--- src/rtl/fcs_pkg.sv ---
// Package for the flash command sequencer: command words, status masks,
// operation, phase and result codes, and the result record with its builders.
// Depends on nothing; every other file imports it.
package fcs_pkg;

	localparam int ADDR_W = 24;
	localparam int DATA_W = 32;
	localparam int OP_W = 3;
	localparam int KIND_W = 2;
	localparam int OUTCOME_W = 2;
	localparam int LOCK_W = 2;

	localparam int ADDR_BITS_DEFAULT = 24;

	// Results one request can cause at most
	localparam int RES_DEPTH = 6;
	localparam int CNT_W = 3;

	// Command words, same byte in both 16-bit halves
	localparam logic [DATA_W-1:0] CMD_READ_ARRAY   = 32'h00FF_00FF;
	localparam logic [DATA_W-1:0] CMD_ERASE_SETUP  = 32'h0020_0020;
	localparam logic [DATA_W-1:0] CMD_ERASE_OK     = 32'h00D0_00D0;
	localparam logic [DATA_W-1:0] CMD_PGM_SETUP    = 32'h0040_0040;
	localparam logic [DATA_W-1:0] CMD_STATUS_READ  = 32'h0070_0070;
	localparam logic [DATA_W-1:0] CMD_STATUS_CLEAR = 32'h0050_0050;
	localparam logic [DATA_W-1:0] CMD_CFG_SETUP    = 32'h0060_0060;
	localparam logic [DATA_W-1:0] CMD_LOCK         = 32'h0001_0001;
	localparam logic [DATA_W-1:0] CMD_UNLOCK       = 32'h00D0_00D0;
	localparam logic [DATA_W-1:0] CMD_READ_CONFIG  = 32'h0090_0090;

	// Status bits of both chips
	localparam logic [DATA_W-1:0] ST_READY     = 32'h0080_0080;
	localparam logic [DATA_W-1:0] ST_ERASE_ERR = 32'h0020_0020;
	localparam logic [DATA_W-1:0] ST_PGM_ERR   = 32'h0010_0010;

	// Operation codes
	localparam logic [OP_W-1:0] OP_ERASE  = 3'd0;
	localparam logic [OP_W-1:0] OP_PGM    = 3'd1;
	localparam logic [OP_W-1:0] OP_LOCK   = 3'd2;
	localparam logic [OP_W-1:0] OP_UNLOCK = 3'd3;
	localparam logic [OP_W-1:0] OP_QUERY  = 3'd4;
	localparam logic [OP_W-1:0] OP_DATA   = 3'd5;

	// Result kinds
	localparam logic [KIND_W-1:0] KIND_WRITE = 2'd0;
	localparam logic [KIND_W-1:0] KIND_READ  = 2'd1;
	localparam logic [KIND_W-1:0] KIND_DONE  = 2'd2;

	// Completion outcomes
	localparam logic [OUTCOME_W-1:0] OUT_OK        = 2'd0;
	localparam logic [OUTCOME_W-1:0] OUT_ERASE_ERR = 2'd1;
	localparam logic [OUTCOME_W-1:0] OUT_PGM_ERR   = 2'd2;

	typedef enum logic [2:0] {
		PH_IDLE,
		PH_ERASE,
		PH_PGM,
		PH_VERIFY,
		PH_LOCK,
		PH_UNLOCK,
		PH_QUERY
	} phase_t;

	typedef struct packed {
		logic [KIND_W-1:0]    kind;
		logic [ADDR_W-1:0]    bus_address;
		logic [DATA_W-1:0]    bus_data;
		logic [OUTCOME_W-1:0] outcome;
		logic [LOCK_W-1:0]    lock_low;
		logic [LOCK_W-1:0]    lock_high;
	} result_t;

	function automatic result_t mk_wr(logic [ADDR_W-1:0] addr, logic [DATA_W-1:0] data);
		result_t r;
		r = '0;
		r.kind = KIND_WRITE;
		r.bus_address = addr;
		r.bus_data = data;
		return r;
	endfunction

	function automatic result_t mk_rd(logic [ADDR_W-1:0] addr);
		result_t r;
		r = '0;
		r.kind = KIND_READ;
		r.bus_address = addr;
		return r;
	endfunction

	function automatic result_t mk_done(logic [ADDR_W-1:0] addr, logic [OUTCOME_W-1:0] oc,
			logic [LOCK_W-1:0] lo, logic [LOCK_W-1:0] hi);
		result_t r;
		r = '0;
		r.kind = KIND_DONE;
		r.bus_address = addr;
		r.outcome = oc;
		r.lock_low = lo;
		r.lock_high = hi;
		return r;
	endfunction

endpackage

--- src/rtl/fcs_if.sv ---
// Channel interfaces of the flash command sequencer: request/read-data items
// in, bus access and completion items out. Depends on fcs_pkg.

interface fcs_req_if;
	import fcs_pkg::*;

	logic                valid;
	logic                ready;
	logic [OP_W-1:0]     operation;
	logic [ADDR_W-1:0]   address;
	logic [DATA_W-1:0]   write_data;
	logic [DATA_W-1:0]   read_data;

	modport source (output valid, operation, address, write_data, read_data, input ready);
	modport sink (input valid, operation, address, write_data, read_data, output ready);
endinterface

interface fcs_res_if;
	import fcs_pkg::*;

	logic                 valid;
	logic                 ready;
	logic [KIND_W-1:0]    kind;
	logic [ADDR_W-1:0]    bus_address;
	logic [DATA_W-1:0]    bus_data;
	logic [OUTCOME_W-1:0] outcome;
	logic [LOCK_W-1:0]    lock_low;
	logic [LOCK_W-1:0]    lock_high;
	logic                 last;

	modport source (output valid, kind, bus_address, bus_data, outcome, lock_low, lock_high,
		last, input ready);
	modport sink (input valid, kind, bus_address, bus_data, outcome, lock_low, lock_high,
		last, output ready);
endinterface

--- src/rtl/flash_command_sequencer_top.sv ---
// Flash command sequencer top level: input register, command decode and
// result shift buffer. Depends on fcs_pkg and the interfaces in fcs_if.sv.
//
//   channel  dir  item
//   req      in   request (erase/program/lock/unlock/query) or flash read data
//   res      out  bus write, bus read request or completion; last marks the end
//
// An accepted item is held in the input register until the buffer can take
// it; then its results (zero to six) load into a shift buffer and leave one
// per cycle while the output is ready. The next item is accepted while the
// buffer still drains and loads as the final result is taken. arst_n clears
// the phase, saved address and word and all valid state. A stalled output
// holds the buffer and, once the input register is full, drops ready on the
// input.
module flash_command_sequencer_top #(
	parameter int ADDR_BITS = fcs_pkg::ADDR_BITS_DEFAULT
) (
	input logic clk,
	input logic arst_n,
	fcs_req_if.sink req,
	fcs_res_if.source res
);
	import fcs_pkg::*;

	// Address wrap mask: ADDR_BITS then the field width
	localparam logic [63:0] MaskWide = (64'd1 << ADDR_BITS) - 64'd1;
	localparam logic [ADDR_W-1:0] AddrMask = MaskWide[ADDR_W-1:0];

	// Input register
	logic                valid_s1;
	logic [OP_W-1:0]     op_s1;
	logic [ADDR_W-1:0]   addr_s1;
	logic [DATA_W-1:0]   wdata_s1;
	logic [DATA_W-1:0]   rdata_s1;

	// Sequencer state
	phase_t              phase_q, phase_d;
	logic [ADDR_W-1:0]   saddr_q, saddr_d;
	logic [DATA_W-1:0]   sword_q, sword_d;

	// Result shift buffer, head at entry 0
	result_t             res_q [RES_DEPTH];
	logic [CNT_W-1:0]    cnt_q;

	result_t             res_d [RES_DEPTH];
	logic [CNT_W-1:0]    n_d;
	logic                take;
	logic                load;
	logic [ADDR_W-1:0]   a_new;
	logic [ADDR_W:0]     q_sum;
	logic [ADDR_W-1:0]   q_addr;

	assign take = res.valid && res.ready;
	// Load the decoded item when the buffer is empty or emits its final result now
	assign load = valid_s1 && ((cnt_q == '0) || ((cnt_q == CNT_W'(1)) && take));
	assign req.ready = !valid_s1 || load;

	always_ff @(posedge clk or negedge arst_n) begin
		if (!arst_n) begin
			valid_s1 <= 1'b0;
		end else if (req.valid && req.ready) begin
			valid_s1 <= 1'b1;
		end else if (load) begin
			valid_s1 <= 1'b0;
		end
	end

	always_ff @(posedge clk) begin
		if (req.valid && req.ready) begin
			op_s1 <= req.operation;
			addr_s1 <= req.address;
			wdata_s1 <= req.write_data;
			rdata_s1 <= req.read_data;
		end
	end

	assign a_new = addr_s1 & AddrMask;
	// Query reads the lock word two words up, wrapping
	assign q_sum = {1'b0, a_new} + (ADDR_W+1)'(2);
	assign q_addr = q_sum[ADDR_W-1:0] & AddrMask;

	// Decode one item into its result list and the next state
	always_comb begin
		phase_d = phase_q;
		saddr_d = saddr_q;
		sword_d = sword_q;
		n_d = '0;
		for (int i = 0; i < RES_DEPTH; i++) begin
			res_d[i] = '0;
		end

		if (op_s1 == OP_DATA) begin
			case (phase_q)
				PH_ERASE, PH_PGM: begin
					n_d = CNT_W'(2);
					if ((~rdata_s1 & ST_READY) != '0) begin
						// Busy in at least one chip: poll again
						res_d[0] = mk_wr(saddr_q, CMD_STATUS_READ);
						res_d[1] = mk_rd(saddr_q);
					end else begin
						res_d[0] = mk_wr(saddr_q, CMD_READ_ARRAY);
						if (phase_q == PH_ERASE) begin
							res_d[1] = mk_done(saddr_q,
								((rdata_s1 & ST_ERASE_ERR) != '0) ? OUT_ERASE_ERR : OUT_OK,
								'0, '0);
							phase_d = PH_IDLE;
						end else if ((rdata_s1 & ST_PGM_ERR) != '0) begin
							res_d[1] = mk_done(saddr_q, OUT_PGM_ERR, '0, '0);
							phase_d = PH_IDLE;
						end else begin
							// Read back the word for verify
							res_d[1] = mk_rd(saddr_q);
							phase_d = PH_VERIFY;
						end
					end
				end
				PH_VERIFY: begin
					n_d = CNT_W'(1);
					res_d[0] = mk_done(saddr_q, (rdata_s1 == sword_q) ? OUT_OK : OUT_PGM_ERR,
						'0, '0);
					phase_d = PH_IDLE;
				end
				PH_LOCK, PH_UNLOCK: begin
					n_d = CNT_W'(2);
					res_d[0] = mk_wr(saddr_q, CMD_READ_ARRAY);
					res_d[1] = mk_done(saddr_q,
						((rdata_s1 & ST_PGM_ERR) != '0) ? OUT_PGM_ERR : OUT_OK, '0, '0);
					phase_d = PH_IDLE;
				end
				PH_QUERY: begin
					n_d = CNT_W'(2);
					res_d[0] = mk_wr(saddr_q, CMD_READ_ARRAY);
					res_d[1] = mk_done(saddr_q, OUT_OK, rdata_s1[1:0], rdata_s1[17:16]);
					phase_d = PH_IDLE;
				end
				default: begin
					// No operation pending: drop the data
				end
			endcase
		end else if ((op_s1 <= OP_QUERY) && (phase_q == PH_IDLE)) begin
			saddr_d = a_new;
			case (op_s1)
				OP_ERASE: begin
					res_d[0] = mk_wr(a_new, CMD_STATUS_CLEAR);
					res_d[1] = mk_wr(a_new, CMD_ERASE_SETUP);
					res_d[2] = mk_wr(a_new, CMD_ERASE_OK);
					res_d[3] = mk_wr(a_new, CMD_STATUS_READ);
					res_d[4] = mk_rd(a_new);
					n_d = CNT_W'(5);
					phase_d = PH_ERASE;
				end
				OP_PGM: begin
					sword_d = wdata_s1;
					res_d[0] = mk_wr(a_new, CMD_STATUS_CLEAR);
					res_d[1] = mk_wr(a_new, CMD_PGM_SETUP);
					res_d[2] = mk_wr(a_new, wdata_s1);
					res_d[3] = mk_wr(a_new, CMD_STATUS_READ);
					res_d[4] = mk_rd(a_new);
					n_d = CNT_W'(5);
					phase_d = PH_PGM;
				end
				OP_LOCK: begin
					res_d[0] = mk_wr(a_new, CMD_STATUS_CLEAR);
					res_d[1] = mk_wr(a_new, CMD_CFG_SETUP);
					res_d[2] = mk_wr(a_new, CMD_LOCK);
					res_d[3] = mk_wr(a_new, CMD_READ_ARRAY);
					res_d[4] = mk_wr(a_new, CMD_STATUS_READ);
					res_d[5] = mk_rd(a_new);
					n_d = CNT_W'(6);
					phase_d = PH_LOCK;
				end
				OP_UNLOCK: begin
					res_d[0] = mk_wr(a_new, CMD_STATUS_CLEAR);
					res_d[1] = mk_wr(a_new, CMD_CFG_SETUP);
					res_d[2] = mk_wr(a_new, CMD_UNLOCK);
					res_d[3] = mk_wr(a_new, CMD_STATUS_READ);
					res_d[4] = mk_rd(a_new);
					n_d = CNT_W'(5);
					phase_d = PH_UNLOCK;
				end
				default: begin
					// Query lock
					res_d[0] = mk_wr(a_new, CMD_READ_CONFIG);
					res_d[1] = mk_rd(q_addr);
					n_d = CNT_W'(2);
					phase_d = PH_QUERY;
				end
			endcase
		end
	end

	// Advance the sequencer state as each item loads
	always_ff @(posedge clk or negedge arst_n) begin
		if (!arst_n) begin
			phase_q <= PH_IDLE;
			saddr_q <= '0;
			sword_q <= '0;
		end else if (load) begin
			phase_q <= phase_d;
			saddr_q <= saddr_d;
			sword_q <= sword_d;
		end
	end

	always_ff @(posedge clk or negedge arst_n) begin
		if (!arst_n) begin
			cnt_q <= '0;
		end else if (load) begin
			cnt_q <= n_d;
		end else if (take) begin
			cnt_q <= cnt_q - CNT_W'(1);
		end
	end

	always_ff @(posedge clk) begin
		if (load) begin
			res_q <= res_d;
		end else if (take) begin
			for (int i = 0; i < RES_DEPTH - 1; i++) begin
				res_q[i] <= res_q[i+1];
			end
		end
	end

	assign res.valid = (cnt_q != '0);
	assign res.last = (cnt_q == CNT_W'(1));
	assign res.kind = res_q[0].kind;
	assign res.bus_address = res_q[0].bus_address;
	assign res.bus_data = res_q[0].bus_data;
	assign res.outcome = res_q[0].outcome;
	assign res.lock_low = res_q[0].lock_low;
	assign res.lock_high = res_q[0].lock_high;

endmodule

--- src/flat_wrapper.sv ---
// flat-port wrapper written by rule: the top's interface ports become plain ports
module flash_command_sequencer_top_flat import fcs_pkg::*;
#(
	parameter int ADDR_BITS = fcs_pkg::ADDR_BITS_DEFAULT
)
  (clk, arst_n, req_valid, req_operation, req_address, req_write_data, req_read_data, req_ready, res_valid, res_kind, res_bus_address, res_bus_data, res_outcome, res_lock_low, res_lock_high, res_last, res_ready);
  fcs_req_if req_i ();
  fcs_res_if res_i ();
  input logic clk;
  input logic arst_n;
  input wire logic [$bits(req_i.valid)-1:0] req_valid;
  input wire logic [$bits(req_i.operation)-1:0] req_operation;
  input wire logic [$bits(req_i.address)-1:0] req_address;
  input wire logic [$bits(req_i.write_data)-1:0] req_write_data;
  input wire logic [$bits(req_i.read_data)-1:0] req_read_data;
  output wire logic [$bits(req_i.ready)-1:0] req_ready;
  output wire logic [$bits(res_i.valid)-1:0] res_valid;
  output wire logic [$bits(res_i.kind)-1:0] res_kind;
  output wire logic [$bits(res_i.bus_address)-1:0] res_bus_address;
  output wire logic [$bits(res_i.bus_data)-1:0] res_bus_data;
  output wire logic [$bits(res_i.outcome)-1:0] res_outcome;
  output wire logic [$bits(res_i.lock_low)-1:0] res_lock_low;
  output wire logic [$bits(res_i.lock_high)-1:0] res_lock_high;
  output wire logic [$bits(res_i.last)-1:0] res_last;
  input wire logic [$bits(res_i.ready)-1:0] res_ready;
  assign req_i.valid = req_valid;
  assign req_i.operation = req_operation;
  assign req_i.address = req_address;
  assign req_i.write_data = req_write_data;
  assign req_i.read_data = req_read_data;
  assign req_ready = req_i.ready;
  assign res_valid = res_i.valid;
  assign res_kind = res_i.kind;
  assign res_bus_address = res_i.bus_address;
  assign res_bus_data = res_i.bus_data;
  assign res_outcome = res_i.outcome;
  assign res_lock_low = res_i.lock_low;
  assign res_lock_high = res_i.lock_high;
  assign res_last = res_i.last;
  assign res_i.ready = res_ready;
  flash_command_sequencer_top #(.ADDR_BITS(ADDR_BITS)) u_core (.clk(clk), .arst_n(arst_n), .req(req_i), .res(res_i));
endmodule
--- config.mk ---
export PLATFORM = sky130hd
export DESIGN_NAME = flash_command_sequencer_top_flat
export DESIGN_NICKNAME = d
export VERILOG_FILES = /design/src/rtl/fcs_pkg.sv /design/src/rtl/fcs_if.sv /design/src/rtl/flash_command_sequencer_top.sv /design/src/flat_wrapper.sv
export SDC_FILE = /design/constraint.sdc
export NUM_CORES = 1
export LEC_CHECK = 0
export BUFFER_PORTS_ARGS = -buffer_cell sky130_fd_sc_hd__buf_4
export CAP_MARGIN = 25
export CELL_PAD_IN_SITES_DETAIL_PLACEMENT = 0
export CELL_PAD_IN_SITES_GLOBAL_PLACEMENT = 1
export CORE_ASPECT_RATIO = 1.25
export CORE_MARGIN = 3
export CORE_UTILIZATION = 47
export DETAILED_ROUTE_END_ITERATION = 16
export PLACE_DENSITY_LB_ADDON = 0.1
export SETUP_SLACK_MARGIN = 0.2
export SKIP_LAST_GASP = 1
export SLEW_MARGIN = 10
export SYNTH_ARGS = -nofsm -noshare
export SYNTH_HDL_FRONTEND = slang
export SYNTH_SLANG_ARGS = --single-unit
--- constraint.sdc ---
create_clock -name clk -period 13.34 [get_ports clk]
set_clock_uncertainty 0.2 [all_clocks]
set_input_delay 2.668 -clock clk [delete_from_list [all_inputs] [get_ports clk]]
set_output_delay 2.668 -clock clk [all_outputs]
set_load 0.01 [all_outputs]
Yosys cells after proc, flatten, opt, wreduce, memory -nomap -nowiden
Cells that the tools add are included.
- add/subtract/negate cells: 2
- $lt $le $gt $ge: 1
- equality and inequality tests: 14
- muxes and demuxes: 31
- bitwise logic cells: 4
- reductions and logical operators: 31
- operators by type and width (cell ; number):
    $mux W320 ; 2
    $pmux W190 S3 ; 1
    $pmux W64 S3 ; 2
    $mux W382 ; 1
    $pmux W94 S3 ; 1
    $mux W256 ; 1
    $mux W128 ; 1
    $mux W64 ; 2
    $reduce_bool A32 Y1 ; 3
    $mux W94 ; 1
    $mux W63 ; 1
    $eq A32 B32 Y1 ; 1
    $add A24 B2 Y24 const B ; 1
    $mux W3 ; 8
    $not A24 Y24 ; 1
    $eq A3 B2 Y1 const B ; 4
    $eq A3 B3 Y1 const B ; 4
    $pmux W3 S2 ; 2
    $pmux W3 S4 ; 1
    $reduce_or A2 Y1 ; 5
    $eq A3 B1 Y1 const B ; 3
    $logic_not A3 Y1 ; 3
    $reduce_or A3 Y1 ; 3
    $reduce_and A4 Y1 ; 2
    15 further kinds ; 29
- register bits after elaboration: 538
- output and inout port bits: 67
- word-level logic and storage cells: 128

Longest topological paths before layout
Gate-level depths: netlist of run 1.
- word-level depth: 8
- mapped depth: 12
- gate-level depth less buffers: 8

Least setup slack after synthesis of run 1
OpenSTA, ideal clock, no wires.
- path type: input -> register
- start point: input port res_ready
- end point: register u_core.cnt_q[0]
- library setup time: 131 ps
- arrival: 6476 ps
- data required time: 13009 ps
- path slack: 6533 ps
- stages: 3
- cells stage by stage: mux2_2 > o21ai_0 > o32a_1
- word-level cells in the longest chain between the ends: 5
- RTL lines (item ; RTL line ; text):
    start, declared ; flat_wrapper.sv:25 ; input wire logic [$bits(res_i.ready)-1:0] res_ready;
    $logic_and A1 B1 Y1 * ; flash_command_sequencer_top.sv:53 ; assign take = res.valid && res.ready;
    $logic_and A1 B1 Y1 ; flash_command_sequencer_top.sv:55 ; assign load = valid_s1 && ((cnt_q == '0) || ((cnt_q == CNT_W'(1)) && take));
    $logic_or A1 B1 Y1 ; flash_command_sequencer_top.sv:55 ;
    $logic_and A1 B1 Y1 ; flash_command_sequencer_top.sv:55 ;
    $mux W3 / $reduce_bool A2 Y1 (equally long branches) ; n/a ;
    end signal, assigned ; flash_command_sequencer_top.sv:209 ; cnt_q <= n_d;
    end signal, assigned ; flash_command_sequencer_top.sv:211 ; cnt_q <= cnt_q - CNT_W'(1);
    end, declared ; flash_command_sequencer_top.sv:43 ; logic [CNT_W-1:0] cnt_q;
Every way passes the cells marked *; elsewhere a longest branch is shown, timed or not.
A chain may end at the register's enable or synchronous reset.

Worst setup path after layout of run 1
- start point: input port res_ready
- end point: output port req_ready
- word-level cells in the longest chain between the ends: 5
- RTL lines (item ; RTL line ; text):
    $logic_and A1 B1 Y1 ; flash_command_sequencer_top.sv:53 ;
    $logic_and A1 B1 Y1 ; flash_command_sequencer_top.sv:55 ;
    $logic_or A1 B1 Y1 ; flash_command_sequencer_top.sv:55 ;
    $logic_and A1 B1 Y1 ; flash_command_sequencer_top.sv:55 ;
    $logic_or A1 B1 Y1 ; flash_command_sequencer_top.sv:56 ; assign req.ready = !valid_s1 || load;
    end, declared ; flat_wrapper.sv:16 ; output wire logic [$bits(req_i.ready)-1:0] req_ready;
No other way between the ends.

==> flow_metrics.tcl, run 1 <==
set metrics [dict create \
    synthFlopType "edfxtp_1" \
    die_w_um 177 \
    cap_viol_max_count 0 \
    grtUsageTotal_pct 18.6 \
    numPlacedInstances 1719 \
    setup_violations 0 \
    cts_hold_buf 0 \
    drt_iter0_drc 886 \
    cts.path.max_buffers 3 \
    portBuffers 161 \
    reg2reg_depth 9 \
    rsz0062_at_grt "false" \
    cpMaxStageDelayCell "buf_4" \
    ctsResizeCount 0 \
    seq_area_frac_synth_pct 70.5 \
    nets 1391 \
    crit_path_end_kind "output port" \
    path_class "primary input to output port" \
    grt_pass1_vias 9376 \
    core_region_area_um2 35800 \
    clkSlewWorstSetupHoldPaths_ns 0.06 \
    syn_area_per_cell_um2 14.2 \
    cts_tree "yes" \
    viasPerCell 5.38 \
    design.portCount 162 \
    grt_pass1_wl_um 55900 \
    p_per_area_nw_per_um2 235 \
    yosys_warnings 0 \
    die_y_um 220 \
    vdd_ir_drop_max_uv 116 \
    grt-ovfl-total 0 \
    max-slew-margin-rel_pct 35.7 \
    finalNonFillerCells 1798 \
    p_leak_nw 8.11 \
    num_antenna_cells 0 \
    synth_nets 1319 \
    gp_congestion 0.797 \
    clock_tree.root_cell "clkbuf_16" \
    start_util_pct 48.2 \
    crit_chain "buf_4, nand2_1, nand3_1, buf_4" \
    worstMarginPinSlew_ns 0.962 \
    report.final.hold_viol_count 0 \
    drv_slew 0 \
    wirelength_um 36100 \
    crit_path_start_kind "primary input" \
    die-area_um2 39100 \
    cts_num_sinks 416 \
    drtAntennaViolNets 0 \
    hold-worst-slack_ns 0.292 \
    critical-path-max-stage-delay_ns 0.17 \
    drive_above_1_share_pct 20.3 \
    antenna_found_initial 0 \
    cts_setup_buffers 0 \
    status "complete, no violations" \
    setup_tns_ns 0 \
    grt_max_degree 83 \
    cts_buffers 42 \
    min_path_type "flip-flop to flip-flop" \
    synth_edf_count 353 \
    vias 9682 \
    htreeDepth 2 \
    hpwl_um 21900 \
    period_share_pct 45.0 \
    cp_max_fo 4 \
    area_growth_pct 14.3 \
    clk_latency_ns 0.55 \
    fmax_ghz 0.167 \
    post_drt_wl_per_cell_um 20.1 \
    crit_path_frequent_cell "buf_4" \
    cp_data_arrival_time_ns 3.13 \
    min_path_cells 1 \
    synth_cells 1219 \
    post-route-min-period_ns 6.00 \
    rows 77 \
    synth-async-reset-ratio_pct 15.1 \
    dr.pass1.iters 6 \
    p_total_mw 4.65 \
    required_ns 10.47 \
    syn_area_um2 17300 \
    route.detailed.drc 0 \
    ys_seq_elements 416 \
    synth_cell_types 53 \
]
sequential cells by signal (all words and copies together), names as in the netlist, 3 cells and up:
signal and flops:
u_core.res_q 198, u_core.rdata_s1 32, u_core.res.bus_data 32, u_core.sword_q 32, u_core.wdata_s1 32, u_core.a_new 24
u_core.res.bus_address 24, u_core.saddr_q 24, u_core.cnt_q 3, u_core.op_s1 3, u_core.phase_q 3
critical path: cells and delay by family:
kind                   cells  cell delay, ns
buffers and inverters      2            0.30
and+or+nand+nor            2            0.17
logic make-up (layout without fill, tap and decap cells):
family                   after synthesis  count (layout)  synth area share, %
multiplexers                          20              20                 1.51
buffers and inverters                193             298                 5.95
AO/OA/AOI/OAI                        217             217                 9.60
adder cells (fa/ha/maj)                5               5                0.362
flip-flops                           416             416                 70.5
AND/OR/NAND/NOR                      314             314                 9.36
XOR/XNOR                              54              54                 2.74
stage by stage:
step                setup WS [ns]  util, %  instance area [um^2]
finish                       7.34     55.1                 19700
global route                 7.08     55.1                 19700
CTS                          7.31     55.0                 19700
detailed placement           6.71     51.3                 18400
global placement             6.77     51.2                 18400
floorplan                    6.53        -                 17300
final cells by class:
type | instances | area [um^2]
clock buffer | 62 | 1220
timing repair buffer | 179 | 1380
multi-input combinational | 610 | 4110
tap | 474 | 593
sequential | 416 | 12200
clock inverter | 15 | 113
inverter | 42 | 159
fill | 3004 | 16100
power by group:
part           internal [mW]  switching [mW]
logic                  0.515           0.645
clock network          0.652           0.479
registers               2.11           0.246
worst paths after layout:
check / start / endpoint / slack, ns
worst max-delay path: res_ready / req_ready / 7.34
max in group asynchronous: arst_n / u_core.saddr_q[7] / 10.09
min in group asynchronous: arst_n / u_core.cnt_q[2] / 1.80
worst min register to register: u_core.sword_q[11] / u_core.sword_q[11] / 0.29
worst max register to register: u_core.cnt_q[0] / u_core.sword_q[4] / 8.92
worst min-delay path: u_core.sword_q[11] / u_core.sword_q[11] / 0.29
cells in the final DEF (no fill, tap or decap), types with 11 or more instances in the layout:
cell type    n
buf_4      176
o22ai_1     15
xor2_1      48
a21oi_1     18
nand3_1     13
clkbuf_16   42
a22o_1      70
dfrtp_1     63
o21ai_0     32
clkbuf_1    11
a222oi_1    25
nor2_1      47
and2_1      81
nand2_1    101
edfxtp_1   353
and3_1      21
a21o_1      30
inv_1       41
Yosys cell counts, types with 4 or more instances:
cell type    n  area share, %
clkbuf_1    59            1.3
mux2_4      10           0.87
and3_1      21           0.76
buf_2       22           0.64
a222oi_1    25            1.4
mux2_2       9           0.59
and2_1      83            3.0
a221oi_1     6           0.30
a21o_1      30            1.3
edfxtp_1   353             61
nand2_1    101            2.2
nor2b_1      4           0.14
dfrtp_1     63            9.1
ha_1         5           0.36
o21ai_0     32           0.93
nor3_1       5           0.14
a22o_1      70            3.5
a21oi_1     18           0.52
nand3_1     13           0.38
nand2b_1     4           0.14
nor4_1      10           0.36
inv_1       41           0.89
or3_1        4           0.14
nor2_1      47            1.0
o22ai_1     15           0.54
and4_1       4           0.20
buf_4       66            2.9
nand4_1      9           0.33
o21a_1       7           0.30
xnor2_1      6           0.30
xor2_1      48            2.4
routing by layer:
| metal | vias up | share of wire, % | track usage (%) | wire (um) |
|---|---|---|---|---|
| met4 | 0 | 2.5 | 5.68 | 898 |
| met1 | 4788 | 46 | 28.0 | 16600 |
| met5 | - | 0 | 0 | 0 |
| met2 | 284 | 46 | 28.4 | 16700 |
| met3 | 57 | 5.0 | 2.51 | 1800 |
| li1 | 4553 | - | - | - |
Power figures use the tool's default switching activity.
==> run 2: changes to the inputs <==
--- a/config.mk
+++ b/config.mk
@@ -5,6 +5,7 @@
 export SDC_FILE = /design/constraint.sdc
 export NUM_CORES = 1
 export LEC_CHECK = 0
+export ABC_AREA = 1
 export BUFFER_PORTS_ARGS = -buffer_cell sky130_fd_sc_hd__buf_4
 export CAP_MARGIN = 25
 export CELL_PAD_IN_SITES_DETAIL_PLACEMENT = 0
==> constraint.sdc (replaced) <==
create_clock -name clk -period 5.9 [get_ports clk]
set_clock_uncertainty 0.2 [all_clocks]
set_input_delay 1.18 -clock clk [delete_from_list [all_inputs] [get_ports clk]]
set_output_delay 1.18 -clock clk [all_outputs]
set_load 0.01 [all_outputs]
==> run 2 against run 1 <==
Clock power rose by 140%. Routed wire length rose by 4.5%. Area after synthesis rose by 1.4%. Cell count rose by 22%. Worst hold slack got worse by 0.032 ns. Synthesized cell count rose by 29%. Non-clock buffer count fell by 7. Setup slack got worse by 4.8 ns. Clock-buffer cell count fell by 3. Flip-flop and latch count did not move. Via count rose by 12%.
==> flow_metrics.tcl, run 2 <==
set metrics [dict create \
    drtAntennaViolNets 0 \
    route.detailed.drc 0 \
    core_region_area_um2 36500 \
    pwr-share-seq_pct 49.6 \
    yosys_warnings 0 \
    design.portCount 162 \
    grt_max_degree 165 \
    post-synth-top-area-fraction_pct 60.5 \
    viasPerCell 4.96 \
    cts_buffers 43 \
    cts_hold_buf 0 \
    gp_congestion 0.808 \
    die-area_um2 39700 \
    synth_nets 1672 \
    reg2reg_depth 9 \
    synth_most_common_cell "nand2_1" \
    max-slew-margin-rel_pct 33.1 \
    setup_tns_ns 0 \
    reg2reg_from "u_core.cnt_q[0]" \
    synthFlopType "edfxtp_1" \
    rows 78 \
    synthTopCellsByCount "464 x nand2_1, 353 x edfxtp_1, 144 x inv_1" \
    synth-async-reset-ratio_pct 15.1 \
    drive_above_1_share_pct 15.7 \
    required_ns 6.07 \
    path_class "flip-flop to flip-flop" \
    min_path_type "flip-flop to flip-flop" \
    seq_area_frac_synth_pct 69.5 \
    syn_area_per_cell_um2 11.1 \
    drt_iter0_drc 739 \
    yosys-top-cells-area "edfxtp_1 60%, nand2_1 9.9%, dfrtp_1 9.0%" \
    area_growth_pct 15.0 \
    crit_path_end_kind "flip-flop" \
    clkSlewWorstSetupHoldPaths_ns 0.07 \
    p_per_area_nw_per_um2 543 \
    switching_share_pct 31.7 \
    setup_violations 0 \
    worstMarginPinSlew_ns 1.00 \
    cts_setup_buffers 0 \
    largest_reg_flops 198 \
    fill_cells 3178 \
    switchingPower_mw 3.47 \
    vias 10800 \
    clk_latency_ns 0.55 \
    regMostFlops "u_core.res_q" \
    synth_top_area_cell "edfxtp_1" \
    p_leak_nw 8.75 \
    wl_met1_um 15700 \
    status "complete, no violations" \
    grt-ovfl-total 0 \
    intPower_mw 7.47 \
    hold_start "u_core.wdata_s1[2]" \
    nets 1773 \
    num_antenna_cells 0 \
    die_y_um 222 \
    cap_viol_max_count 0 \
    grtUsageTotal_pct 19.2 \
    report.final.hold_viol_count 0 \
    antenna_found_initial 0 \
    ys_seq_elements 416 \
    ff2ff_setup_slack_ns 2.58 \
    grt_pass1_vias 10700 \
    synth_cells 1572 \
    dpl-instance-area_um2 18700 \
    crit_path_start_kind "flip-flop" \
    rsz0062_at_grt "false" \
    grt_pass1_wl_um 59200 \
    final_common_cell "nand2_1" \
    clock_tree.root_cell "clkbuf_16" \
    design_area_um2 20200 \
    cp_max_fo 84 \
    vdd_ir_drop_max_uv 362 \
    post-route-min-period_ns 3.32 \
    ctsResizeCount 0 \
    synth_edf_count 353 \
    start_util_pct 48.0 \
    cp_data_arrival_time_ns 3.50 \
    period_share_pct 56.3 \
    cts_num_sinks 416 \
    portBuffers 161 \
    dr.pass1.iters 5 \
    min_path_cells 2 \
    cts.path.max_buffers 3 \
    p_clk_share_pct 24.6 \
    wl_met2_um 19300 \
    min_to "u_core.sword_q[2]" \
    hpwl_um 24000 \
    highest_layer "met4" \
    wirelength_um 37700 \
    synth_cell_types 40 \
    reg2reg_to "u_core.res_q[258]" \
    wl_met3_um 1530 \
    final_cell_mix "464 x nand2_1, 353 x edfxtp_1, 168 x buf_4, 142 x inv_1, 131 x nor2_1" \
    htreeDepth 2 \
    die_w_um 179 \
    drv_slew 0 \
    fmax_ghz 0.301 \
    p_comb_share_pct 25.9 \
    syn_area_um2 17500 \
    cts_tree "yes" \
    post_drt_wl_per_cell_um 17.2 \
]
==> run 2: cell families (layout without fill, tap and decap cells) <==
kind of cell	count (synthesis)	after routing	synth area share [%]
simple gates	726	726	17.0
flops	416	416	69.5
buf+inv	272	408	7.61
compound gates	121	121	3.98
xor+xnor	32	32	1.60
fa+ha+maj	5	5	0.357
==> run 2: per-layer routing <==
layer | vias to the layer above | GRT usage (%)
met3 | 70 | 3.01
met1 | 5193 | 24.7
met4 | 0 | 6.56
li1 | 5338 | -
met5 | - | 0
met2 | 244 | 32.9
==> run 2: worst max path at each step <==
stage                               start                   endpoint  cells past startpoint
final                     u_core.cnt_q[0]          u_core.res_q[258]                      9
after global routing      u_core.cnt_q[1]          u_core.res_q[258]                      9
after CTS                 u_core.cnt_q[0]          u_core.res_q[256]                      9
after detailed placement        res_ready          u_core.res_q[260]                      8
after global placement          res_ready          u_core.res_q[259]                      8
after floorplan                 res_ready  u_core.res.bus_address[0]                      4
==> run 2: power by group through the flow <==
stage	Clock (mW)	Combinational (mW)	Sequential, mW
floorplan	0	2.19	5.33
global placement	0	2.80	5.47
detailed placement	0	2.87	5.48
CTS	2.76	2.88	5.44
global route	2.88	3.25	5.54
finish	2.69	2.83	5.42
==> run 2: cell type report <==
class | instances | area [um^2] | share of cell area [%]
clock buffers | 59 | 1180 | 5.84
clock inverters | 21 | 220 | 1.09
multi-input cells | 884 | 4020 | 19.9
well taps | 480 | 601 | 2.98
inverters | 156 | 594 | 2.95
repair buffers | 172 | 1360 | 6.77
flip-flops and latches | 416 | 12200 | 60.4
==> run 2: worst max-delay path: stages (launching register included) <==
cell and delay (ns):
dfrtp_1 0.43, inv_1 0.14, ha_1 0.21, nand2_2 0.10, nand2_1 0.11, nand2_4 0.20
buf_4 0.44, nor2_4 0.73, inv_2 0.26, nor3b_1 0.24
==> run 2: through the flow <==
step | cells | utilization, % | power, mW | setup slack [ns] | hold WS [ns]
finish | 2188 | 55.2 | 10.9 | 2.58 | 0.260
global route | 2188 | 55.2 | 11.7 | 2.34 | 0.305
CTS | 2186 | 55.1 | 11.1 | 2.56 | 0.265
detailed placement | 2106 | 51.2 | 8.36 | 2.05 | 0.255
global placement | 2105 | 51.2 | 8.27 | 2.16 | 0.249
floorplan | 1572 | - | 7.52 | 0.214 | 0.237
==> run 3: changes to the inputs <==
--- a/config.mk
+++ b/config.mk
@@ -12,7 +12,7 @@
 export CELL_PAD_IN_SITES_GLOBAL_PLACEMENT = 1
 export CORE_ASPECT_RATIO = 1.25
 export CORE_MARGIN = 3
-export CORE_UTILIZATION = 47
+export CORE_UTILIZATION = 43
 export DETAILED_ROUTE_END_ITERATION = 16
 export PLACE_DENSITY_LB_ADDON = 0.1
 export SETUP_SLACK_MARGIN = 0.2
==> constraint.sdc (replaced) <==
create_clock -name clk -period 3 [get_ports clk]
set_clock_uncertainty 0.2 [all_clocks]
set_input_delay 0.6 -clock clk [delete_from_list [all_inputs] [get_ports clk]]
set_output_delay 0.6 -clock clk [all_outputs]
set_load 0.01 [all_outputs]
==> run 3 against run 2 <==
Critical path depth shrank 2. Die area is 9.0% higher. Worst hold slack lost 0.23 ns. Sequential share of layout area is 0.92 points lower. Cell count up 4.3%. Global-route usage decreased by 0.93 points. Via count is 1.3% higher. Clock-buffer cell count up 12. Critical path type unchanged. Cell area is 1.6% higher.
==> flow_metrics.tcl, run 3 (synthesized netlist as in run 2, its figures left out) <==
set metrics [dict create \
    die_y_um 232 \
    report.final.hold_viol_count 0 \
    wirelength_um 39100 \
    drtAntennaViolNets 0 \
    cpMaxStageDelayCell "edfxtp_1" \
    die-area_um2 43200 \
    min_path_cells 1 \
    num_antenna_cells 0 \
    seq_area_um2 12200 \
    cts_setup_buffers 0 \
    viasPerCell 4.82 \
    min_to "u_core.rdata_s1[13]" \
    hold_start "req_read_data[13]" \
    cts_num_sinks 416 \
    cts_tree "yes" \
    path_class "flip-flop to flip-flop" \
    min_path_type "primary input to flip-flop" \
    grt_pass1_wl_um 61600 \
    drt_iter0_drc 594 \
    cp_data_arrival_time_ns 2.63 \
    multi_input_comb_area_um2 4040 \
    rows 82 \
    cap_viol_max_count 0 \
    final_common_cell "nand2_1" \
    design_area_um2 20500 \
    p_per_area_nw_per_um2 1060 \
    vias 11000 \
    cts_buffers 44 \
    area_growth_pct 16.8 \
    vdd_ir_drop_max_uv 493 \
    drv_slew 0 \
    reg2reg_from "u_core.op_s1[1]" \
    crit_chain "nor2_2, nand2_1, inv_2, nand2_2, nor2_4, inv_2, nor4_1" \
    route.detailed.drc 0 \
    crit_path_frequent_cell "inv_2" \
    grt_max_degree 93 \
    start_util_pct 43.6 \
    setup_violations 0 \
    post-route-min-period_ns 2.50 \
    dpl-instance-area_um2 19000 \
    grtUsageTotal_pct 18.3 \
    gp_congestion 0.810 \
    cp_max_fo 9 \
    worstMarginPinSlew_ns 0.968 \
    core_region_area_um2 40200 \
    rsz0062_at_grt "false" \
    hpwl_um 26000 \
    drive_above_1_share_pct 16.5 \
    finalNonFillerCells 2281 \
    post_drt_wl_per_cell_um 17.2 \
    p_leak_nw 8.85 \
    largest_reg_flops 198 \
    reg2reg_to "u_core.res_q[260]" \
    clk_latency_ns 0.55 \
    htreeDepth 2 \
    final_cell_mix "463 x nand2_1, 353 x edfxtp_1, 181 x buf_4, 139 x inv_1, 131 x nor2_1" \
    numPlacedInstances 2189 \
    hold-worst-slack_ns 0.0295 \
    die_w_um 187 \
    clkSlewWorstSetupHoldPaths_ns 0.06 \
    antenna_found_initial 0 \
    fill_cells 3743 \
    cts.path.max_buffers 3 \
    critical-path-max-stage-delay_ns 0.47 \
    status "complete, no violations" \
    reg2reg_depth 7 \
    fmax_ghz 0.400 \
    max-slew-margin-rel_pct 35.4 \
    portBuffers 161 \
    regMostFlops "u_core.res_q" \
    grt-ovfl-total 0 \
    ff2ff_setup_slack_ns 0.50 \
    required_ns 3.13 \
    dr.pass1.iters 5 \
    design.portCount 162 \
    crit_path_end_kind "flip-flop" \
    nets 1799 \
    period_share_pct 83.3 \
    crit_path_start_kind "flip-flop" \
    grt_pass1_vias 10900 \
    clock_tree.root_cell "clkbuf_16" \
]
run 3: cell count changes in the layout (fill, tap and decap cells not counted), sizes merged:
cell,delta
buf,+15
clkbuf,+12
dlygate4sd3,+10
clkinv,-9
bufinv,-2
clkinvlp,+1
run 3: critical path: cells and delay by family (launching register included):
family | cells | cell delay [ns]
buffers and inverters | 2 | 0.41
flip-flops | 1 | 0.47
AND/OR/NAND/NOR | 5 | 1.22
run 3: per-layer routing:
layer	track usage (%)	vias up	wire length, um
met5	0	-	0
met4	6.12	0	1240
met3	2.91	72	1520
met2	32.4	244	20100
met1	22.9	5274	16300
li1	-	5394	-
run 3: final cells by class:
type | count | area share (%)
flip-flops and latches | 416 | 59.5
multi-input cells | 884 | 19.7
repair buffers | 197 | 7.72
clock buffers | 71 | 6.22
well taps | 546 | 3.34
inverters | 156 | 2.91
clock inverters | 11 | 0.575
run 3: through the flow:
step	util, %	power [mW]	setup WS [ns]	setup TNS [ns]
floorplan	-	14.8	-2.16	-514.68
global placement	47.2	16.5	0.381	0
detailed placement	47.2	16.6	0.410	0
CTS	50.9	21.9	0.365	0
global route	50.9	23.0	0.287	0
finish	50.9	21.6	0.500	0
run 3: worst max-delay path by stage:
stage | startpoint | cells past startpoint | slack [ns] | endpoint
after global routing | u_core.op_s1[1] | 7 | 0.29 | u_core.res_q[259]
after detailed placement | u_core.op_s1[1] | 7 | 0.41 | u_core.res_q[259]
after floorplan | u_core.cnt_q[0] | 7 | -2.16 | u_core.res.bus_address[0]
final | u_core.op_s1[1] | 7 | 0.50 | u_core.res_q[260]
after global placement | u_core.op_s1[1] | 7 | 0.38 | u_core.res_q[260]
after CTS | u_core.op_s1[1] | 7 | 0.36 | u_core.res_q[260]
run 3: repair_timing:
action / 4_1_cts / 5_1_grt
hold endpoints to repair: 47 / 0
resized for setup: 0 / 0
hold buffers: 10 / 0
run 3: power by group:
group | internal (mW) | switching, mW | total [mW]
Sequential | 9.57 | 1.06 | 10.6
Clock | 3.09 | 2.17 | 5.25
Combinational | 2.10 | 3.61 | 5.71
Total | 14.8 | 6.83 | 21.6
